`config.mk`:
```
export PLATFORM = sky130hd
export DESIGN_NAME = hsv_to_rgb_converter_core
export DESIGN_NICKNAME = d
export VERILOG_FILES = /design/src/rtl/hsv2rgb_pkg.sv /design/src/rtl/hsv_to_rgb_converter_core.sv
export SDC_FILE = /design/constraint.sdc
export NUM_CORES = 1
export LEC_CHECK = 0
export CAP_MARGIN = 20
export CORE_MARGIN = 3
export CORE_UTILIZATION = 45
export CTS_BUF_LIST = sky130_fd_sc_hd__clkbuf_4
export CTS_CLUSTER_SIZE = 12
export DETAILED_ROUTE_END_ITERATION = 6
export DONT_BUFFER_PORTS = 1
export HOLD_SLACK_MARGIN = 0.02
export PLACE_DENSITY = 0.62
export SETUP_SLACK_MARGIN = 0.2
export SYNTH_ARGS = -nofsm -noshare
export SYNTH_HDL_FRONTEND = slang
export SYNTH_SLANG_ARGS = --single-unit
```
`constraint.sdc`:
```
create_clock -name clk -period 6.8 [get_ports clk]
set_input_delay 0.34 -clock clk [delete_from_list [all_inputs] [get_ports clk]]
set_output_delay 0.34 -clock clk [all_outputs]
set_load 0.05 [all_outputs]
```
`src/rtl/hsv2rgb_pkg.sv`:
```
// Package: types, constants and helper functions for the HSV to RGB converter.
`default_nettype none

package hsv2rgb_pkg;

    localparam int HUE_W        = 13;
    localparam int LEVEL_W      = 8;
    localparam int SECTOR_W     = 4;
    localparam int REM_W        = 10;
    localparam int PROD_W       = 2 * LEVEL_W;

    typedef logic [HUE_W-1:0]    hue_t;
    typedef logic [LEVEL_W-1:0]  level_t;
    typedef logic [SECTOR_W-1:0] sector_t;
    typedef logic [REM_W-1:0]    rem_t;
    typedef logic [PROD_W-1:0]   prod_t;

    // 60 degrees in 1/16 degree steps
    localparam hue_t SECTOR_STEPS = hue_t'(960);
    localparam int   NUM_THRESH   = 8;

    localparam level_t FULL_LEVEL = level_t'(255);

    // 1/15 scaled by 2^19, exact for all x < 3840
    localparam int        RECIP15_W     = 16;
    localparam int        RECIP15_SHIFT = 19;
    localparam logic [RECIP15_W-1:0] RECIP15 = 16'd34953;

    // Sector codes, hue / 960
    localparam sector_t SECTOR_RED_YEL  = sector_t'(0);
    localparam sector_t SECTOR_YEL_GRN  = sector_t'(1);
    localparam sector_t SECTOR_GRN_CYN  = sector_t'(2);
    localparam sector_t SECTOR_CYN_BLU  = sector_t'(3);
    localparam sector_t SECTOR_BLU_MAG  = sector_t'(4);

    // floor(y / 255), exact for y < 65280
    function automatic level_t div255(input prod_t y);
        logic [PROD_W:0] tmp;
        tmp = {1'b0, y} + {9'd0, y[PROD_W-1:LEVEL_W]} + 17'd1;
        return tmp[PROD_W-1:LEVEL_W];
    endfunction

    // Start of sector k in hue steps
    function automatic hue_t sector_base(input sector_t k);
        logic [HUE_W+SECTOR_W-1:0] tmp;
        tmp = {{HUE_W{1'b0}}, k} * {{SECTOR_W{1'b0}}, SECTOR_STEPS};
        return tmp[HUE_W-1:0];
    endfunction

endpackage

`default_nettype wire

```
`src/rtl/hsv_to_rgb_converter_core.sv`:
```
// HSV to RGB converter: five-stage pipelined datapath with valid/ready channels.
`default_nettype none

// Converts one HSV color per request into 8-bit red, green and blue. Hue is in
// 1/16 degree steps (0..5759), saturation and brightness are 8-bit fractions
// of one. Hue codes 5760..8191 fall into the last sector's color mapping.
// Throughput is one request per clock when the output is not stalled. out_valid
// rises once a request has passed through every register stage. The pipeline
// has five register stages:
//   1. sector = hue / 960 by threshold compares, remainder within sector
//   2. f = remainder * 256 / 960 by reciprocal multiply; v * (255 - s)
//   3. s * f and s * (256 - f), giving the q and t scale factors
//   4. v times both scale factors
//   5. divide by 255, sector permutation, output register
// Each stage advances when it is empty or the stage after it advances, so
// bubbles are squeezed out and a stalled output still lets new requests in
// until every stage is full. Zero saturation needs no special case: p, q and
// t all reduce to brightness. No configuration and no state beyond the pipe.
module hsv_to_rgb_converter_core
    import hsv2rgb_pkg::*;
(
    input  wire logic               clk,
    input  wire logic               rst_n,
    input  wire logic               in_valid,
    output logic                    in_ready,
    input  wire logic [HUE_W-1:0]   hue,
    input  wire logic [LEVEL_W-1:0] saturation,
    input  wire logic [LEVEL_W-1:0] brightness,
    output logic                    out_valid,
    input  wire logic               out_ready,
    output logic [LEVEL_W-1:0]      red,
    output logic [LEVEL_W-1:0]      green,
    output logic [LEVEL_W-1:0]      blue
);

    // ---------------- stage advance chain ----------------
    logic v1_reg, v2_reg, v3_reg, v4_reg, v5_reg;
    logic adv1, adv2, adv3, adv4, adv5;

    assign adv5 = !v5_reg || out_ready;
    assign adv4 = !v4_reg || adv5;
    assign adv3 = !v3_reg || adv4;
    assign adv2 = !v2_reg || adv3;
    assign adv1 = !v1_reg || adv2;

    assign in_ready  = adv1;
    assign out_valid = v5_reg;

    always_ff @(posedge clk or negedge rst_n)
    begin
        if (!rst_n)
        begin
            v1_reg <= 1'b0;
            v2_reg <= 1'b0;
            v3_reg <= 1'b0;
            v4_reg <= 1'b0;
            v5_reg <= 1'b0;
        end
        else
        begin
            if (adv1) v1_reg <= in_valid;
            if (adv2) v2_reg <= v1_reg;
            if (adv3) v3_reg <= v2_reg;
            if (adv4) v4_reg <= v3_reg;
            if (adv5) v5_reg <= v4_reg;
        end
    end

    // ---------------- stage 1: sector split ----------------
    sector_t sector_next;
    rem_t    rem_next;
    hue_t    rem_full;

    always_comb
    begin
        sector_next = '0;
        for (int k = 1; k <= NUM_THRESH; k++)
        begin
            if (hue >= sector_base(sector_t'(k)))
                sector_next = sector_t'(k);
        end
        rem_full = hue - sector_base(sector_next);
        rem_next = rem_full[REM_W-1:0];
    end

    sector_t s1_sector_reg;
    rem_t    rem_reg;
    level_t  s1_sat_reg, s1_val_reg;

    always_ff @(posedge clk)
    begin
        if (adv1)
        begin
            s1_sector_reg <= sector_next;
            rem_reg       <= rem_next;
            s1_sat_reg    <= saturation;
            s1_val_reg    <= brightness;
        end
    end

    // ---------------- stage 2: fraction and p product ----------------
    localparam int X_W    = REM_W + 2;
    localparam int FPROD_W = X_W + RECIP15_W;

    logic [X_W-1:0]     x4;
    logic [FPROD_W-1:0] fprod;
    level_t             f_next;
    prod_t              pprod_next;

    always_comb
    begin
        x4         = {rem_reg, 2'b00};
        fprod      = {{RECIP15_W{1'b0}}, x4} * {{X_W{1'b0}}, RECIP15};
        f_next     = fprod[RECIP15_SHIFT+LEVEL_W-1:RECIP15_SHIFT];
        pprod_next = prod_t'(s1_val_reg) * prod_t'(FULL_LEVEL - s1_sat_reg);
    end

    sector_t s2_sector_reg;
    level_t  s2_sat_reg, s2_val_reg, f_reg;
    prod_t   s2_pprod_reg;

    always_ff @(posedge clk)
    begin
        if (adv2)
        begin
            s2_sector_reg <= s1_sector_reg;
            s2_sat_reg    <= s1_sat_reg;
            s2_val_reg    <= s1_val_reg;
            f_reg         <= f_next;
            s2_pprod_reg  <= pprod_next;
        end
    end

    // ---------------- stage 3: q and t scale factors ----------------
    logic [LEVEL_W:0]    f_comp;
    logic [PROD_W:0]     sf_prod, sg_prod;
    level_t              kq_next, kt_next;

    always_comb
    begin
        f_comp  = (LEVEL_W+1)'(256) - {1'b0, f_reg};
        sf_prod = {1'b0, {LEVEL_W{1'b0}}, s2_sat_reg} * {{LEVEL_W{1'b0}}, 1'b0, f_reg};
        sg_prod = {1'b0, {LEVEL_W{1'b0}}, s2_sat_reg} * {{LEVEL_W{1'b0}}, f_comp};
        kq_next = FULL_LEVEL - sf_prod[PROD_W-1:LEVEL_W];
        kt_next = FULL_LEVEL - sg_prod[PROD_W-1:LEVEL_W];
    end

    sector_t s3_sector_reg;
    level_t  s3_val_reg, kq_reg, kt_reg;
    prod_t   s3_pprod_reg;

    always_ff @(posedge clk)
    begin
        if (adv3)
        begin
            s3_sector_reg <= s2_sector_reg;
            s3_val_reg    <= s2_val_reg;
            kq_reg        <= kq_next;
            kt_reg        <= kt_next;
            s3_pprod_reg  <= s2_pprod_reg;
        end
    end

    // ---------------- stage 4: v times q and t factors ----------------
    sector_t s4_sector_reg;
    level_t  s4_val_reg;
    prod_t   s4_pprod_reg, qprod_reg, tprod_reg;

    always_ff @(posedge clk)
    begin
        if (adv4)
        begin
            s4_sector_reg <= s3_sector_reg;
            s4_val_reg    <= s3_val_reg;
            s4_pprod_reg  <= s3_pprod_reg;
            qprod_reg     <= prod_t'(s3_val_reg) * prod_t'(kq_reg);
            tprod_reg     <= prod_t'(s3_val_reg) * prod_t'(kt_reg);
        end
    end

    // ---------------- stage 5: scale down and permute ----------------
    level_t p_lvl, q_lvl, t_lvl;
    level_t red_next, green_next, blue_next;

    always_comb
    begin
        p_lvl = div255(s4_pprod_reg);
        q_lvl = div255(qprod_reg);
        t_lvl = div255(tprod_reg);
        case (s4_sector_reg)
            SECTOR_RED_YEL:
            begin
                red_next = s4_val_reg; green_next = t_lvl; blue_next = p_lvl;
            end
            SECTOR_YEL_GRN:
            begin
                red_next = q_lvl; green_next = s4_val_reg; blue_next = p_lvl;
            end
            SECTOR_GRN_CYN:
            begin
                red_next = p_lvl; green_next = s4_val_reg; blue_next = t_lvl;
            end
            SECTOR_CYN_BLU:
            begin
                red_next = p_lvl; green_next = q_lvl; blue_next = s4_val_reg;
            end
            SECTOR_BLU_MAG:
            begin
                red_next = t_lvl; green_next = p_lvl; blue_next = s4_val_reg;
            end
            default:
            begin
                // last sector and out-of-range hue
                red_next = s4_val_reg; green_next = p_lvl; blue_next = q_lvl;
            end
        endcase
    end

    level_t red_reg, green_reg, blue_reg;

    always_ff @(posedge clk)
    begin
        if (adv5)
        begin
            red_reg   <= red_next;
            green_reg <= green_next;
            blue_reg  <= blue_next;
        end
    end

    assign red   = red_reg;
    assign green = green_reg;
    assign blue  = blue_reg;

`ifndef SYNTHESIS
    // back-pressure reaches the input only once every stage holds a request
    assert property (@(posedge clk) disable iff (!rst_n)
        !in_ready |-> (v1_reg && v2_reg && v3_reg && v4_reg && v5_reg))
        else $error("input stalled while pipeline has a bubble");

    // sector split leaves a remainder inside one sector
    assert property (@(posedge clk) disable iff (!rst_n)
        v1_reg |-> (rem_reg < SECTOR_STEPS[REM_W-1:0]))
        else $error("sector remainder out of range");

    // an accepted request lands in stage one
    assert property (@(posedge clk) disable iff (!rst_n)
        (in_valid && in_ready) |=> v1_reg)
        else $error("accepted request lost at stage one");

    // a stalled stage four request is not dropped
    assert property (@(posedge clk) disable iff (!rst_n)
        (v4_reg && v5_reg && !out_ready) |=> v4_reg)
        else $error("stage four request dropped under stall");
`endif

endmodule

`default_nettype wire
```
; After elaboration in Yosys (flattened, before gate mapping)
; Index checks and enable logic that the tools add are counted.
[classes]
add_sub_neg = 11
mul = 7
order_cmp = 8
eq_ne = 4
mux = 11
n_reduce_logical = 15
[op_table]
columns = op, n
row1 = one-hot mux 8 bit (3 select lines), 3
row2 = "greater-or-equal comparator 13 bit, second input constant", 4
row3 = "adder 16 x 1 -> 16 bit, second input constant", 3
row4 = adder 16 x 8 -> 16 bit, 3
row5 = multiplier 8 x 8 -> 16 bit, 3
row6 = 2-to-1 mux 4 bit, 7
row7 = "greater-or-equal comparator 13 x 12 -> 1 bit, second input constant", 2
row8 = "multiplier 10 x 16 -> 25 bit, second input constant", 1
row9 = multiplier 8 x 9 -> 16 bit, 1
row10 = multiplier 9 x 9 -> 16 bit, 1
row11 = "subtractor 8 bit, first input constant", 2
row12 = "greater-or-equal comparator 13 x 10 -> 1 bit, second input constant", 1
row13 = "greater-or-equal comparator 13 x 11 -> 1 bit, second input constant", 1
row14 = subtractor 10 bit, 1
row15 = "subtractor 8 x 8 -> 9 bit, first input constant", 1
row16 = "subtractor 9 x 8 -> 9 bit, first input constant", 1
row17 = "== test 4 x 2 -> 1 bit, second input constant", 2
row18 = OR reduction 2 bit, 4
row19 = logical NOT 1 bit, 5
row20 = logical OR 1 bit, 5
row21 = "== test 4 x 1 -> 1 bit, second input constant", 1
row22 = "== test 4 x 3 -> 1 bit, second input constant", 1
row23 = logical NOT 4 bit, 1
row24 = "multiplier 4 x 1 -> 4 bit, second input constant", 1
row25 = 2-to-1 mux 1 bit, 1
[totals]
register_bits = 207
inputBits = 33
output_inout_bits = 26

; Depth between registers and ports, before layout
; Gate-level depths: netlist of the first run.
[logic_depth]
depth_word = 11
ltp_mapped = 20

; Least setup slack after synthesis of the first run
; Ideal clock, no wire load.
[synth_path]
kind = register to register
start = register f_reg[4]
end = register kt_reg[7], data pin
setup_ps = 260
arrival_ps = 5010
t_required_ps = 6540
slack_ps = 1530
stages_incl_launch_ff = 20
path_buffers = 1
period_less_slack_ps = 5270
cell_sequence = edfxtp_1 clkbuf_1 nor3_1 nand3_1 xor2_1 and2_1 fa_1 fa_1 fa_1 inv_1 fa_1 inv_1 ha_1 or2_0 o22ai_1 o21ba_2 and2_4 a311o_2 a221oi_2 xnor2_1
[synth_between]
elab_chain_len = 3
[synth_lines]
columns = item, line
row1 = start: declaration, hsv_to_rgb_converter_core.sv:119  ; level_t s2_sat_reg, s2_val_reg, f_reg;
row2 = start signal: assignment, hsv_to_rgb_converter_core.sv:129  ; f_reg <= f_next;
row3 = subtractor 9 x 8 -> 9 bit, hsv_to_rgb_converter_core.sv:141  ; f_comp = (LEVEL_W+1)'(256) - {1'b0, f_reg};
row4 = multiplier 8 x 9 -> 16 bit, hsv_to_rgb_converter_core.sv:143  ; sg_prod = {1'b0, {LEVEL_W{1'b0}}, s2_sat_reg} * {{LEVEL_W{1'b0}}, f_comp};
row5 = subtractor 8 bit, hsv_to_rgb_converter_core.sv:145  ; kt_next = FULL_LEVEL - sg_prod[PROD_W-1:LEVEL_W];
row6 = named net kt_next[7], hsv_to_rgb_converter_core.sv:137  ; level_t kq_next, kt_next;
row7 = end signal: assignment, hsv_to_rgb_converter_core.sv:159  ; kt_reg <= kt_next;
row8 = end: declaration, hsv_to_rgb_converter_core.sv:149  ; level_t s3_val_reg, kq_reg, kt_reg;
; The timed path passes the listed nets, and every way through them passes these cells.
; A chain may end at the register's enable or synchronous reset.

; Worst setup path after layout of the first run
[layout_path]
start = register f_reg[1]
end = register kt_reg[7], data pin
; The elaborated chain is that of the path after synthesis.

==> flow_metrics.py, run 1 <==
metrics = {
    "status": {
        "status": "complete, no violations",
    },
    "hold_path": {
        "min_to": "rem_reg[9]",
        "whs_path_depth": 4,
        "hold_class": "input pin to flop",
        "min_from": "hue[7]",
    },
    "timing": {
        "tns_ns": 0,
        "fin_crit_sh": 0.8520,
        "hold_viol": 0,
        "min_period_ns": 5.794,
        "fmax_ghz": 0.1726,
        "max_slew_margin": 0.3438,
        "worstMarginPinSlew_ns": 0.9809,
        "slew_violations": 0,
        "setup_viol": 0,
        "worst_clock_skew_ns": 0.03562,
        "rsz0062_at_grt": "no",
    },
    "global_routing": {
        "grt_use_total": 0.1855,
        "grtUsageMet3": 0.03358,
        "grt_pass1_vias": 14030,
        "busiest_layer": "met2",
        "overflow": 0,
        "grt_max_degree": 61,
        "antenna_found_initial": 1,
        "grt_use_met1": 0.2219,
        "grt_pass1_wl_mm": 69.46,
        "use_met2": 0.3260,
    },
    "critical_path": {
        "crit_chain": "inv_1 > ha_1 > xnor2_1 > and2_1 > fa_1 > fa_1 > fa_1 > inv_1 > fa_1 > inv_1 > ha_1 > or2_0 > o22ai_1 > o21ba_2 > and2_4 > a311o_2 > a221oi_2 > xnor2_1",
        "slowest_stage": "fa_1",
        "cpMostUsedCell": "fa_1",
        "r2r_cells": 18,
        "worst_setup_path_start_kind": "flop",
        "cp_max_fo": 9,
        "worstPathArrival_ns": 6.29,
        "cp-end-kind": "flop",
        "required_ns": 7.29,
        "r2r_slack_ns": 1.01,
        "worst-setup-path-type": "flop to flop",
        "max_stage_delay_ns": 0.55,
        "timing.rr.start": "f_reg[1]",
        "crit_start": "f_reg[1]",
        "r2r-end": "kt_reg[7]",
    },
    "cells_and_area": {
        "drive_gt1_frac": 0.06221,
        "layout_commonest_cell": "inv_1",
        "num-nets-final": 2376,
        "layout_common_cells": "308 x inv_1, 246 x ha_1, 202 x edfxtp_1",
        "design_area_mm2": 0.02132,
        "area_growth_pct": 9.163,
        "nFillCells": 3922,
    },
    "clock_network": {
        "cts_tree": "done",
        "htree_levels": 2,
        "clock_latency_ns": 0.74,
        "cts_buffer_depth": 3,
        "path_clk_slew_ns": 0.08,
        "post_cts_buffers": 0,
        "cts_buffers": 55,
        "clkSinkCount": 207,
        "root_buffer": "clkbuf_4",
    },
    "logic_synthesis": {
        "async_flop_share": 0.02415,
        "syn-num-nets": 2306,
        "synth_flop_cell": "edfxtp_1",
        "netlist_area_mm2": 0.01953,
        "ys_warn_count": 0,
        "synth_cell_types": 74,
        "ys_seq_elements": 207,
        "synth_edf_count": 202,
        "syn_area_per_cell_um2": 10.65,
        "synth-seq-area-share": 0.3170,
        "syn_inst": 1834,
    },
    "floorplan": {
        "die_x_um": 214.3,
        "die_area_mm2": 0.04593,
        "initial_utilization": 0.4604,
        "num_rows": 75,
        "ios": 59,
        "core-area_mm2": 0.04242,
        "fp.dieH_um": 214.3,
    },
    "drt": {
        "wirelength_mm": 41.72,
        "drtPass1Iterations": 5,
        "wire_per_inst_um": 16.54,
        "vias": 13120,
        "routed_via_density": 5.201,
        "drc": 0,
        "ant_nets": 0,
        "drtIter0Drc": 607,
    },
    "placement": {
        "dpl_cell_area_mm2": 0.02019,
        "gp_congestion": 0.8836,
        "port_buffers": 0,
        "hpwl_mm": 32.39,
    },
    "run": {
        "drv_cap": 0,
    },
}
routing by layer:
metal / part of all wire / vias to the layer above
li1: - / 6268
met1: 0.42 / 6451
met3: 0.042 / 102
met4: 0.042 / 0
met2: 0.50 / 300
met5: 0 / -
through the flow:
step                      hold WS (ns)  setup slack [ns]  cells  utilization
after global routing            0.1138            0.7555   2523       0.5026
final                           0.1457             1.006   2523       0.5026
after CTS                      0.04044             1.060   2522       0.5025
after global placement         0.04471             1.182   2383       0.4755
after floorplan                0.04441             1.530   1834            -
after detailed placement       0.04471             1.048   2384       0.4760
worst max-delay path: cells and delay by family (launching register included):
kind	cells	cell delay, ns
AO/OA/AOI/OAI	4	1.03
buffers and inverters	3	0.25
AND/OR/NAND/NOR	3	0.65
XOR/XNOR	2	0.60
flip-flops	1	0.51
adder cells (fa/ha/maj)	6	2.51
synth_stat cells (all sizes together), types with 8 or more instances:
cell | n | share of area
nor2 | 49 | 0.0094
nand2 | 165 | 0.032
nor2b | 51 | 0.016
ha | 246 | 0.16
fa | 193 | 0.20
xor2 | 21 | 0.0094
a21o | 17 | 0.0065
nor3 | 24 | 0.0062
nand3 | 20 | 0.0051
a31oi | 8 | 0.0026
edfxtp | 202 | 0.31
and3 | 15 | 0.0051
or2 | 9 | 0.0029
inv | 308 | 0.059
xnor2 | 64 | 0.029
o21a | 12 | 0.0046
o211ai | 17 | 0.0065
nand2b | 41 | 0.013
o21ai | 50 | 0.013
a21oi | 41 | 0.011
and2 | 144 | 0.046
clkbuf | 31 | 0.0060
cell families after synthesis:
kind of cell             share of synthesized area
AND/OR/NAND/NOR                             0.1471
adder cells (fa/ha/maj)                     0.3560
buffers and inverters                      0.06561
AO/OA/AOI/OAI                              0.07401
flip-flops                                  0.3170
XOR/XNOR                                   0.03812
multiplexers                              0.002114
layout make-up:
cell class | count | area, um^2 | area share
Tap cell | 577 | 721.9 | 0.03387
Clock inverter | 22 | 155.1 | 0.007278
Multi-Input combinational cell | 1286 | 12070 | 0.5660
Sequential cell | 207 | 6191 | 0.2904
Timing Repair Buffer | 45 | 450.4 | 0.02113
Antenna cell | 1 | 2.502 | 0.0001174
Inverter | 309 | 1160 | 0.05441
Clock buffer | 76 | 570.5 | 0.02677
how the worst max path moves through the flow:
| stage | end | slack, ns | cells past startpoint |
|---|---|---|---|
| floorplan | kt_reg[7] | 1.53 | 19 |
| global placement | kt_reg[7] | 1.18 | 18 |
| detailed placement | kt_reg[7] | 1.05 | 18 |
| CTS | kt_reg[7] | 1.06 | 18 |
| global route | kt_reg[7] | 0.76 | 18 |
| finish | kt_reg[7] | 1.01 | 18 |
timing repair:
| action | CTS | global route |
|---|---|---|
| hold buffers | 40 | 0 |
| hold endpoints to repair | 38 | 0 |
| gates resized for setup | 0 | 0 |
Power of run 1 is left out: the tool's default activity adds up to more than one toggle a clock period on the data nets, which glitch-free logic cannot reach.
==> run 2, diff against run 1 <==
Settings changed: PLACE_DENSITY 0.62 to 0.7.
==> run 2 against run 1 <==
Net effect: critical path depth unchanged; fmax increased by 2.0%; global-route usage decreased by 0.61 points; sequential cell count unchanged.
==> flow_metrics.py, run 2 (synthesis results as in run 1) <==
metrics = {
    "status": {
        "status": "complete, no violations",
    },
    "cells_and_area": {
        "num-nets-final": 2365,
        "regArea_mm2": 0.006191,
        "layout_commonest_cell": "inv_1",
        "drive_gt1_frac": 0.05824,
        "area_growth_pct": 8.163,
        "multi_input_area_mm2": 0.01207,
        "layout_common_cells": "308 x inv_1, 246 x ha_1, 202 x edfxtp_1",
        "nFillCells": 3860,
        "stdcell_count": 2502,
    },
    "floorplan": {
        "fp.dieH_um": 214.3,
        "ios": 59,
        "core-area_mm2": 0.04242,
        "num_rows": 75,
        "initial_utilization": 0.4604,
        "die_x_um": 214.3,
        "die_area_mm2": 0.04593,
    },
    "clock_network": {
        "root_buffer": "clkbuf_4",
        "cts_buffer_depth": 3,
        "clock_latency_ns": 0.71,
        "path_clk_slew_ns": 0.06,
        "clkSinkCount": 207,
        "htree_levels": 2,
        "cts_tree": "done",
        "post_cts_buffers": 0,
        "cts_buffers": 51,
    },
    "placement": {
        "hpwl_mm": 30.88,
        "port_buffers": 0,
        "gp_congestion": 0.8639,
        "placedCellCount": 2385,
    },
    "timing": {
        "min_period_ns": 5.680,
        "worst_clock_skew_ns": 0.08951,
        "rsz0062_at_grt": "no",
        "worstMarginPinSlew_ns": 1.031,
        "tns_ns": 0,
        "hold_viol": 0,
        "fmax_ghz": 0.1761,
        "slew_violations": 0,
        "max_slew_margin": 0.3104,
        "setup_viol": 0,
        "fin_crit_sh": 0.8352,
    },
    "run": {
        "drv_cap": 0,
    },
    "hold_path": {
        "hold_class": "input pin to flop",
    },
    "global_routing": {
        "antenna_found_initial": 1,
        "overflow": 0,
        "use_met2": 0.3092,
        "grtUsageMet3": 0.02962,
        "grt_use_total": 0.1793,
        "grt_pass1_wl_mm": 68.64,
        "grt_use_met1": 0.2338,
        "grt_max_degree": 50,
        "busiest_layer": "met2",
        "grt_pass1_vias": 13930,
    },
    "critical_path": {
        "worstPathArrival_ns": 6.12,
        "cp_max_fo": 12,
        "worst_setup_path_start_kind": "flop",
        "required_ns": 7.24,
        "worst-setup-path-type": "flop to flop",
        "cp-end-kind": "flop",
    },
    "drt": {
        "drtPass1Iterations": 7,
        "drc": 0,
        "wirelength_mm": 39.59,
        "routed_via_density": 5.219,
        "drtIter0Drc": 737,
        "ant_nets": 0,
        "vias": 13060,
        "wire_per_inst_um": 15.82,
    },
}
-- run 2: cell count changes in the layout (fill, tap and decap cells not counted), sizes merged --
cell         change
buf              +1
bufinv           -1
clkbuf           -7
clkinv           -8
clkinvlp         +1
diode            +1
dlygate4sd3      -8
-- run 2: repair_timing --
action                    4_1_cts  5_1_grt
gates resized for setup         0        0
hold endpoints to repair       34        0
hold buffers                   32        0
-- run 2: path summary, 6_finish.rpt --
path | startpoint | depth (start not counted) | end | slack, ns
min reg2reg | s3_pprod_reg[7] | 0 | s4_pprod_reg[7] | 0.34
min | out_ready | 2 | out_valid | 0.1
max in group asynchronous | rst_n | 2 | out_valid | 6.14
min in group asynchronous | rst_n | 2 | v4_reg | 0.46
max reg2reg | f_reg[2] | 18 | kt_reg[7] | 1.12
max | f_reg[2] | 18 | kt_reg[7] | 1.12
-- run 2: cell type report --
class	count	area share
diodes	2	0.0002370
well taps	577	0.03418
repair buffers	38	0.01730
inverters	309	0.05491
flip-flops and latches	207	0.2931
clock inverters	14	0.004502
multi-input cells	1286	0.5712
clock buffers	69	0.02452
-- run 2: through the flow --
step | worst slack (ns) | hold slack, ns | instance area (um^2) | util
floorplan | 1.530 | 0.04441 | 19530 | -
global placement | 1.205 | 0.04459 | 20180 | 0.4758
detailed placement | 1.079 | 0.04455 | 20180 | 0.4758
CTS | 1.105 | 0.02812 | 21120 | 0.4978
global route | 0.7968 | 0.04638 | 21120 | 0.4980
finish | 1.120 | 0.09895 | 21120 | 0.4980
-- run 2: routing by layer --
layer	part of all wire	wire [um]	up-vias
li1	-	-	6242
met1	0.45	17740	6421
met2	0.48	19130	319
met3	0.046	1817	75
met4	0.023	902	0
met5	0	0	-
-- run 2: critical path, cell delays in order, from the launching register on --
cell and delay (ns):
edfxtp_1 0.55, nor3_1 0.29, nand3_1 0.16, xor2_1 0.44, and2_1 0.22, fa_1 0.44, fa_1 0.48, fa_1 0.54
inv_1 0.06, fa_1 0.53, inv_1 0.04, ha_1 0.20, or2_0 0.24, o22ai_1 0.13, o21ba_2 0.19, and2_4 0.16
a311o_2 0.43, a221oi_2 0.25, xnor2_1 0.09
Power of run 2 is left out for the same reason.
==> run 3, diff against run 2 <==
Settings changed: PLACE_DENSITY 0.7 to 0.72.
Clock period 6.8 ns to 4.9 ns, I/O delays scaled along.
==> run 3 against run 2 <==
Net effect: the run now ends with setup timing left; setup slack worse by 1.4 ns; global-route usage up 0.51 points; sequential share of layout area is 1.8 points lower; final cell count up 5.2%; first-iteration DRC count is 7.2% lower; register-to-register slack got worse by 1.4 ns; critical endpoint unchanged; highest routed layer is now met5.
==> flow_metrics.py, run 3 (synthesis results as in run 1) <==
metrics = {
    "status": {
        "status": "finished, violations left",
        "violations": "setup timing",
    },
    "floorplan": {
        "die_x_um": 214.3,
        "fp.dieH_um": 214.3,
        "core-area_mm2": 0.04242,
        "num_rows": 75,
        "initial_utilization": 0.4604,
        "die_area_mm2": 0.04593,
        "ios": 59,
    },
    "timing": {
        "min_period_ns": 5.130,
        "hold_viol": 0,
        "rsz0062_at_grt": "yes",
        "finalWorstSetupSlack_ns": -0.2301,
        "tns_ns": -0.9649,
        "fin_crit_sh": 1.047,
        "setup_viol": 6,
        "slew_violations": 0,
        "fmax_ghz": 0.1949,
        "worst_clock_skew_ns": 0.03925,
        "max_slew_margin": 0.3096,
        "worstMarginPinSlew_ns": 1.032,
    },
    "global_routing": {
        "grt_pass1_vias": 14520,
        "grt_pass1_wl_mm": 70.06,
        "grt_max_degree": 61,
        "grt_use_met1": 0.2326,
        "grtUsageMet3": 0.03330,
        "busiest_layer": "met2",
        "antenna_found_initial": 4,
        "use_met2": 0.3191,
        "overflow": 0,
        "grt_use_total": 0.1844,
    },
    "clock_network": {
        "path_clk_slew_ns": 0.07,
        "clock_latency_ns": 0.70,
        "htree_levels": 2,
        "root_buffer": "clkbuf_4",
        "cts_tree": "done",
        "cts_buffers": 52,
        "clkSinkCount": 207,
        "cts_buffer_depth": 3,
    },
    "cells_and_area": {
        "nFillCells": 3744,
        "drive_gt1_frac": 0.1359,
        "layout_commonest_cell": "inv_1",
        "design_area_mm2": 0.02253,
        "area_growth_pct": 15.37,
        "num-nets-final": 2487,
        "layout_common_cells": "301 x inv_1, 239 x ha_1, 202 x edfxtp_1",
        "stdcell_count": 2632,
        "final_util": 0.5311,
    },
    "placement": {
        "hpwl_mm": 32.38,
        "gp_congestion": 0.8929,
        "dpl_cell_area_mm2": 0.02086,
        "placedCellCount": 2459,
        "port_buffers": 0,
    },
    "drt": {
        "drtIter0Drc": 684,
        "vias": 13520,
        "wirelength_mm": 41.81,
        "drtPass1Iterations": 5,
        "routed_via_density": 5.136,
        "wire_per_inst_um": 15.88,
        "drc": 0,
        "ant_nets": 0,
    },
    "critical_path": {
        "required_ns": 5.31,
        "worstPathArrival_ns": 5.54,
        "cp_max_fo": 5,
        "cp-end-kind": "flop",
        "worst-setup-path-type": "flop to flop",
        "crit_start": "f_reg[2]",
        "timing.rr.start": "f_reg[2]",
        "worst_setup_path_start_kind": "flop",
    },
    "hold_path": {
        "hold_class": "input pin to flop",
        "min_from": "hue[11]",
    },
    "run": {
        "drv_cap": 0,
    },
}
-- run 3: cell count changes in the layout (fill, tap and decap cells not counted), moves of 6 or more --
cell           previous run  this run
dlygate4sd3_1            32        38
buf_6                     0         6
inv_2                     0         8
inv_1                   308       301
ha_1                    246       239
clkinv_1                  6        15
buf_4                     6       112
-- run 3: worst max-delay path, stage by stage (launching register included) --
cell and delay (ns):
edfxtp_1 0.49, buf_6 0.19, nor3_4 0.13, xnor2_2 0.18, nand2_1 0.13, fa_1 0.51, fa_1 0.51, inv_2 0.04
fa_1 0.52, inv_1 0.05, fa_1 0.47, inv_1 0.05, ha_2 0.18, or2_4 0.26, o22ai_2 0.13, o21ba_4 0.18
and2_4 0.13, a311o_2 0.36, a221oi_2 0.25, xnor2_1 0.09
-- run 3: metal layers --
metal  wire, um  vias up
met5         31        -
li1           -     6482
met3       1854      103
met2      20440      309
met4       1447        4
met1      18030     6620
-- run 3: final cells by class --
cell class,count,area (um^2),share of cell area
diodes,2,5.005,0.0002222
clock buffers,66,495.5,0.02199
clock inverters,26,211.5,0.009386
inverters,309,1160,0.05149
multi-input cells,1286,12390,0.5502
flip-flops and latches,207,6191,0.2748
well taps,577,721.9,0.03205
repair buffers,159,1349,0.05987
-- run 3: through the flow --
step	hold slack (ns)	setup WS (ns)
after CTS	0.03624	-0.1921
after detailed placement	-0.05045	-0.3220
after floorplan	-0.05059	-0.1219
after global placement	-0.05042	-0.2191
after global routing	0.06453	-0.4235
final	0.1133	-0.2301
-- run 3: final timing paths --
check | slack [ns] | cells after the start | end
setup / recovery | -0.23 | 19 | kt_reg[7]
hold / removal | 0.11 | 2 | s1_sector_reg[0]
setup reg to reg | -0.23 | 19 | kt_reg[7]
hold reg to reg | 0.41 | 0 | s3_pprod_reg[8]
max in group asynchronous | 4.28 | 2 | out_valid
min in group asynchronous | 0.41 | 2 | v1_reg
-- run 3: repair_timing --
action,4_1_cts,5_1_grt
setup buffers,17,24
resized for setup,13,35
setup endpoints to repair,8,21
hold endpoints to repair,38,0
pin swaps,17,21
hold buffers,38,0
Power of run 3 is left out for the same reason.
